$ cat config.mk
export PLATFORM = sky130hd
export DESIGN_NAME = sbit_front
export DESIGN_NICKNAME = d
export VERILOG_FILES = /design/src/rtl/sbit_pkg.sv /design/src/rtl/sbit_front.sv
export SDC_FILE = /design/constraint.sdc
export NUM_CORES = 1
export LEC_CHECK = 0
export ABC_CLOCK_PERIOD_IN_PS = 9400
export BUFFER_PORTS_ARGS = -buffer_cell sky130_fd_sc_hd__buf_2
export CAP_MARGIN = 40
export CELL_PAD_IN_SITES_DETAIL_PLACEMENT = 0
export CELL_PAD_IN_SITES_GLOBAL_PLACEMENT = 1
export CORE_ASPECT_RATIO = 1.1
export CORE_MARGIN = 3
export CORE_UTILIZATION = 35
export CTS_CLUSTER_SIZE = 8
export DETAILED_ROUTE_END_ITERATION = 8
export HOLD_SLACK_MARGIN = 0.03
export PLACE_DENSITY = 0.76
export SLEW_MARGIN = 5
export SYNTH_ARGS = -nofsm -noshare
export SYNTH_HDL_FRONTEND = slang
export SYNTH_SLANG_ARGS = --single-unit
$ cat constraint.sdc
create_clock -name clk -period 9.4 [get_ports clk]
set_input_delay 0.47 -clock clk [delete_from_list [all_inputs] [get_ports clk]]
set_output_delay 0.47 -clock clk [all_outputs]
set_load 0.005 [all_outputs]
$ cat src/rtl/sbit_pkg.sv
// Package for the segment/box intersection test: defaults, edge codes, control type.
// No dependencies.
`default_nettype none
package sbit_pkg;
	localparam int COORD_WIDTH_DEF = 32;
	localparam int NUM_EDGES       = 4;

	// Clip edges in processing order.
	localparam int EDGE_LEFT   = 0;
	localparam int EDGE_RIGHT  = 1;
	localparam int EDGE_BOTTOM = 2;
	localparam int EDGE_TOP    = 3;

	typedef struct packed {
		logic valid;
		logic done;
		logic hit;
	} ctrl_t;
endpackage
`default_nettype wire

$ cat src/rtl/sbit_front.sv
// Front end: normalizes the box, tests both endpoints, forms the clip terms p and q.
// Depends on sbit_pkg.
`default_nettype none
module sbit_front #(
	parameter int W = 32
) (
	input  wire logic                   clk,
	input  wire logic                   arst_n,
	input  wire logic                   en,
	input  wire logic                   in_valid,
	input  wire logic signed [W-1:0]    sx,
	input  wire logic signed [W-1:0]    sy,
	input  wire logic signed [W-1:0]    ex,
	input  wire logic signed [W-1:0]    ey,
	input  wire logic signed [W-1:0]    ax,
	input  wire logic signed [W-1:0]    ay,
	input  wire logic signed [W-1:0]    bx,
	input  wire logic signed [W-1:0]    by,
	output sbit_pkg::ctrl_t             ctrl,
	output logic [W:0]                  n0,
	output logic [W:0]                  d0,
	output logic [W:0]                  n1,
	output logic [W:0]                  d1,
	output logic [sbit_pkg::NUM_EDGES-1:0][W:0] pm,
	output logic [sbit_pkg::NUM_EDGES-1:0]      pn,
	output logic [sbit_pkg::NUM_EDGES-1:0][W:0] qm,
	output logic [sbit_pkg::NUM_EDGES-1:0]      qn
);
	import sbit_pkg::*;
	localparam int M = W + 1;

	logic                valid_s1;
	logic signed [W-1:0] sx_s1, sy_s1, ex_s1, ey_s1, lox_s1, loy_s1, hix_s1, hiy_s1;

	always_ff @(posedge clk or negedge arst_n) begin
		if (!arst_n) begin
			valid_s1 <= 1'b0;
		end else if (en) begin
			valid_s1 <= in_valid;
		end
	end

	always_ff @(posedge clk) begin
		if (en) begin
			sx_s1  <= sx;
			sy_s1  <= sy;
			ex_s1  <= ex;
			ey_s1  <= ey;
			lox_s1 <= (ax < bx) ? ax : bx;
			hix_s1 <= (ax < bx) ? bx : ax;
			loy_s1 <= (ay < by) ? ay : by;
			hiy_s1 <= (ay < by) ? by : ay;
		end
	end

	function automatic logic signed [M-1:0] sub_ext(logic signed [W-1:0] a,
		logic signed [W-1:0] b);
		return $signed({a[W-1], a}) - $signed({b[W-1], b});
	endfunction

	function automatic logic [M-1:0] mag(logic signed [M-1:0] d);
		return d[M-1] ? M'(-d) : M'(d);
	endfunction

	logic                in_box;
	logic signed [M-1:0] dx, dy;
	logic signed [NUM_EDGES-1:0][M-1:0] qd;

	always_comb begin
		in_box = (sx_s1 >= lox_s1 && sx_s1 <= hix_s1 && sy_s1 >= loy_s1 && sy_s1 <= hiy_s1)
			|| (ex_s1 >= lox_s1 && ex_s1 <= hix_s1 && ey_s1 >= loy_s1 && ey_s1 <= hiy_s1);
		dx = sub_ext(ex_s1, sx_s1);
		dy = sub_ext(ey_s1, sy_s1);
		qd[EDGE_LEFT]   = sub_ext(sx_s1, lox_s1);
		qd[EDGE_RIGHT]  = sub_ext(hix_s1, sx_s1);
		qd[EDGE_BOTTOM] = sub_ext(sy_s1, loy_s1);
		qd[EDGE_TOP]    = sub_ext(hiy_s1, sy_s1);
	end

	always_ff @(posedge clk or negedge arst_n) begin
		if (!arst_n) begin
			ctrl <= '0;
		end else if (en) begin
			ctrl.valid <= valid_s1;
			ctrl.done  <= in_box;
			ctrl.hit   <= in_box;
		end
	end

	always_ff @(posedge clk) begin
		if (en) begin
			n0 <= '0;
			d0 <= M'(1);
			n1 <= M'(1);
			d1 <= M'(1);
			pm[EDGE_LEFT]   <= mag(dx);
			pn[EDGE_LEFT]   <= !dx[M-1];
			pm[EDGE_RIGHT]  <= mag(dx);
			pn[EDGE_RIGHT]  <= dx[M-1];
			pm[EDGE_BOTTOM] <= mag(dy);
			pn[EDGE_BOTTOM] <= !dy[M-1];
			pm[EDGE_TOP]    <= mag(dy);
			pn[EDGE_TOP]    <= dy[M-1];
			for (int i = 0; i < NUM_EDGES; i++) begin
				qm[i] <= mag(qd[i]);
				qn[i] <= qd[i][M-1];
			end
		end
	end
endmodule
`default_nettype wire

==> results.md <==
* Largest family of logic cells by synthesized area: compound AO/OA/AOI/OAI gates
* Chip height at 348 µm
* DPL Wire Length at 115000 µm
* CP max FO at 21
* Largest net degree at the start of global routing at about 180
* Worst VDD drop at 0.171 mV
* Layout cell share with drive strength beyond 1 at 18.2%
* Crit path to: qm[77]$_DFFE_PP_
* Synth Register Bits at 465
* Area grow syn2layout at 16.4%
* Top_reg_cell synth: edfxtp_1
* Finished Cell Area at 43300 µm²
* Fill count at 10400
* Tcrit/Tclk final at 51.5%
* Worst setup path class: reg2reg
* Final Setup Violations at 0
* Hold WS at around 0.066 ns
* Die W at roughly 320 µm
* Register area share after synthesis at 37.5%
* Worst Path Arrival at roughly 5.2 ns
* CP startpoint kind: register
* Grt total ovfl at 0
* Vias in the first global route at 30100
* CP startpoint: sy_s1[0]$_DFFE_PP_
* Core area at 105000 µm²
* Worst hold path depth at 1
* Post-layout util at 41.4%
* Hold Crit Class: in2reg
* Most instantiated cells after synthesis: edfxtp_1 (462), ha_1 (392), inv_1 (330)
* Post-synth top area cell: edfxtp_1
* Highest clock rate at 207 MHz
* Mux cell area share after synthesis at 3.93%
* Leakage at 18.7 nW
* Post-synthesis xor/xnor area fraction at 7.74%
* Clock sink count at 465
* CTS Hold Bufs at 93
* Area after DPL at 40400 µm²
* 1st-pass router iterations at 6
* Clk_lat worst skew at 0.65 ns
* Post-layout net count at roughly 5100
* Max_cap viols at 0
* DRT iter0 DRCs at ~2500
* Max-slew headroom at 30.2%
* Synth top area share at 37.3%
* Worst-Margin Slew at 1.05 ns
* First-pass GRT wire length at 196000 µm
* Pwr dens at 212 nW/µm²
* Synth Cell Area at 37200 µm²
* Final min period at 4.84 ns
* CTS root buf: clkbuf_16
* Initial Util at 35.5%
* Residual DRC count at 0
* Place WS at 4.57 ns
* Post-CTS Resized at 0
* Io pins at 667
* CP required at around 9.8 ns
* Routed wire length at 139000 µm
* Worst r2r src: sy_s1[0]$_DFFE_PP_
* Worst-path clk slew at 0.05 ns
* Ys async rst share at 0.645%
* Antenna violations before repair at 25
* Fin Setup TNS at 0 ns
* Ys Warns at 0
* Clk_skew at about 0.032 ns
* All-Layer GR Usage at 24.2%
* Fin worst setup slack at 4.56 ns
* Endpoints failing hold at 0
* Postcts setup bufs at 0
* Max-slew violations at 0
* EDFF count, synth at 462
* GPL Wtd Cong at around 1
* R2R depth at 15
* Synth cell types at around 100
* RSZ-0062 raised after global routing: false
* Routed wire length per instance at around 24 µm
* R2r endpoint: qm[77]$_DFFE_PP_
* Die area at around 110000 µm²
* Synth Instances at just under 4000
* Number of port buffers at 534
* Reg-to-reg setup timing slack at 4.56 ns
* CTS Buf Count at 70
* Status: completed
* Post-synthesis compound-gate area fraction at approximately 16%
* Via density at 5.38
* Synth area leaders: edfxtp_1 (37%), ha_1 (13%), xnor2_1 (4.6%), a21oi_1 (4.1%), buf_4 (4.0%)
* Synth Area in Simple Gates at between 10% and 20%
* Syn Area/Cell at 9.65 µm²
* CTS max path bufs at 3
* Antenna-violating nets left at 0
* TritonCTS clock tree: yes
* Htree depth at 3
* Placement row count at 124
* Via count at 31400
* Synth Area in Adders at approximately 14%
* Top-count cell post-synth: edfxtp_1
* Crit end category: register
critical path, cell delays in order (launching register included):
cell,delay (ns)
edfxtp_1,0.42
inv_1,0.11
ha_1,0.31
inv_1,0.09
fa_1,0.41
a21o_1,0.20
a311o_1,0.37
a21oi_1,0.48
nor2b_1,0.10
a311oi_1,0.35
o21ai_1,0.19
nor2b_1,0.17
o41a_1,0.71
inv_2,0.35
o21ai_0,0.17
xnor2_1,0.14
placed cells by master, fill, tap and decap left out, types with 39 or more instances in the layout:
cell type,n
a21o_1,118
a21oi_1,305
buf_2,534
clkbuf_16,70
conb_1,132
dlygate4sd3_1,93
edfxtp_1,462
ha_1,392
inv_1,330
mux2_2,129
nand2_1,255
nand3_1,59
nand4_1,89
nor2_1,236
nor2b_1,40
nor3_1,70
o211ai_1,39
o21ai_0,196
xnor2_1,194
xor2_1,133
worst min path at each step:
stage,slack (ns),to,start
floorplan,0.17,ctrl[1]$_DFFE_PN0P_,arst_n
global placement,0.33,ctrl[2]$_DFFE_PN0P_,arst_n
detailed placement,0.33,valid_s1$_DFFE_PN0P_,arst_n
CTS,0.03,sy_s1[14]$_DFFE_PP_,sy[14]
global route,0.04,sy_s1[9]$_DFFE_PP_,sy[9]
finish,0.07,sy_s1[9]$_DFFE_PP_,sy[9]
kinds of logic (layout without fill, tap and decap cells):
kind of cell / Yosys count / after routing
xor+xnor: 328 / 328
fa+ha+maj: 398 / 398
buf+inv: 623 / 1072
flops: 465 / 465
other cells: 2 / 138
simple gates: 963 / 963
compound gates: 944 / 944
mux: 130 / 130
where the power goes:
part	switching (mW)	total [mW]	internal, mW	leakage [nW]
logic	2.19	3.66	1.47	13.2
clock network	0.975	2.36	1.39	0.960
registers	0.276	3.16	2.88	4.57
total	3.44	9.18	5.75	18.7
area by class of cell:
| class | count | area (µm²) | area share (%) |
|---|---|---|---|
| multi-input combinational | 2895 | 20600 | 47.6 |
| antenna | 6 | 15.0 | 0.0347 |
| clock buffer | 89 | 1830 | 4.23 |
| inverter | 332 | 1250 | 2.88 |
| clock inverter | 12 | 146 | 0.338 |
| tap | 1386 | 1730 | 4.00 |
| sequential | 465 | 13900 | 32.2 |
| timing repair buffer | 639 | 3760 | 8.68 |
metrics by stage:
stage	total power [mW]	std cells
finish	9.18	5824
global route	9.76	5819
CTS	9.27	5817
detailed placement	6.83	5623
global placement	6.82	5619
floorplan	5.54	3983
state kept, by name (all words and copies together), names as in the netlist, 2 cells and up:
signal and flops:
loy_s1 32, hiy_s1 32, ey_s1 32, pn 4, ctrl 2, sx_s1 32
qn 4, ex_s1 32, lox_s1 32, pm 66, qm 132, hix_s1 32
sy_s1 32
metal layers:
layer  part of all wire [%]  track usage, %  up-vias
met2                     50            43.2     1362
met5                  0.085               0        -
li1                       -               -    14800
met4                    5.5            12.0       16
met1                     37            27.5    14900
met3                    7.5            4.47      274
(Power assumes the default switching activity.)
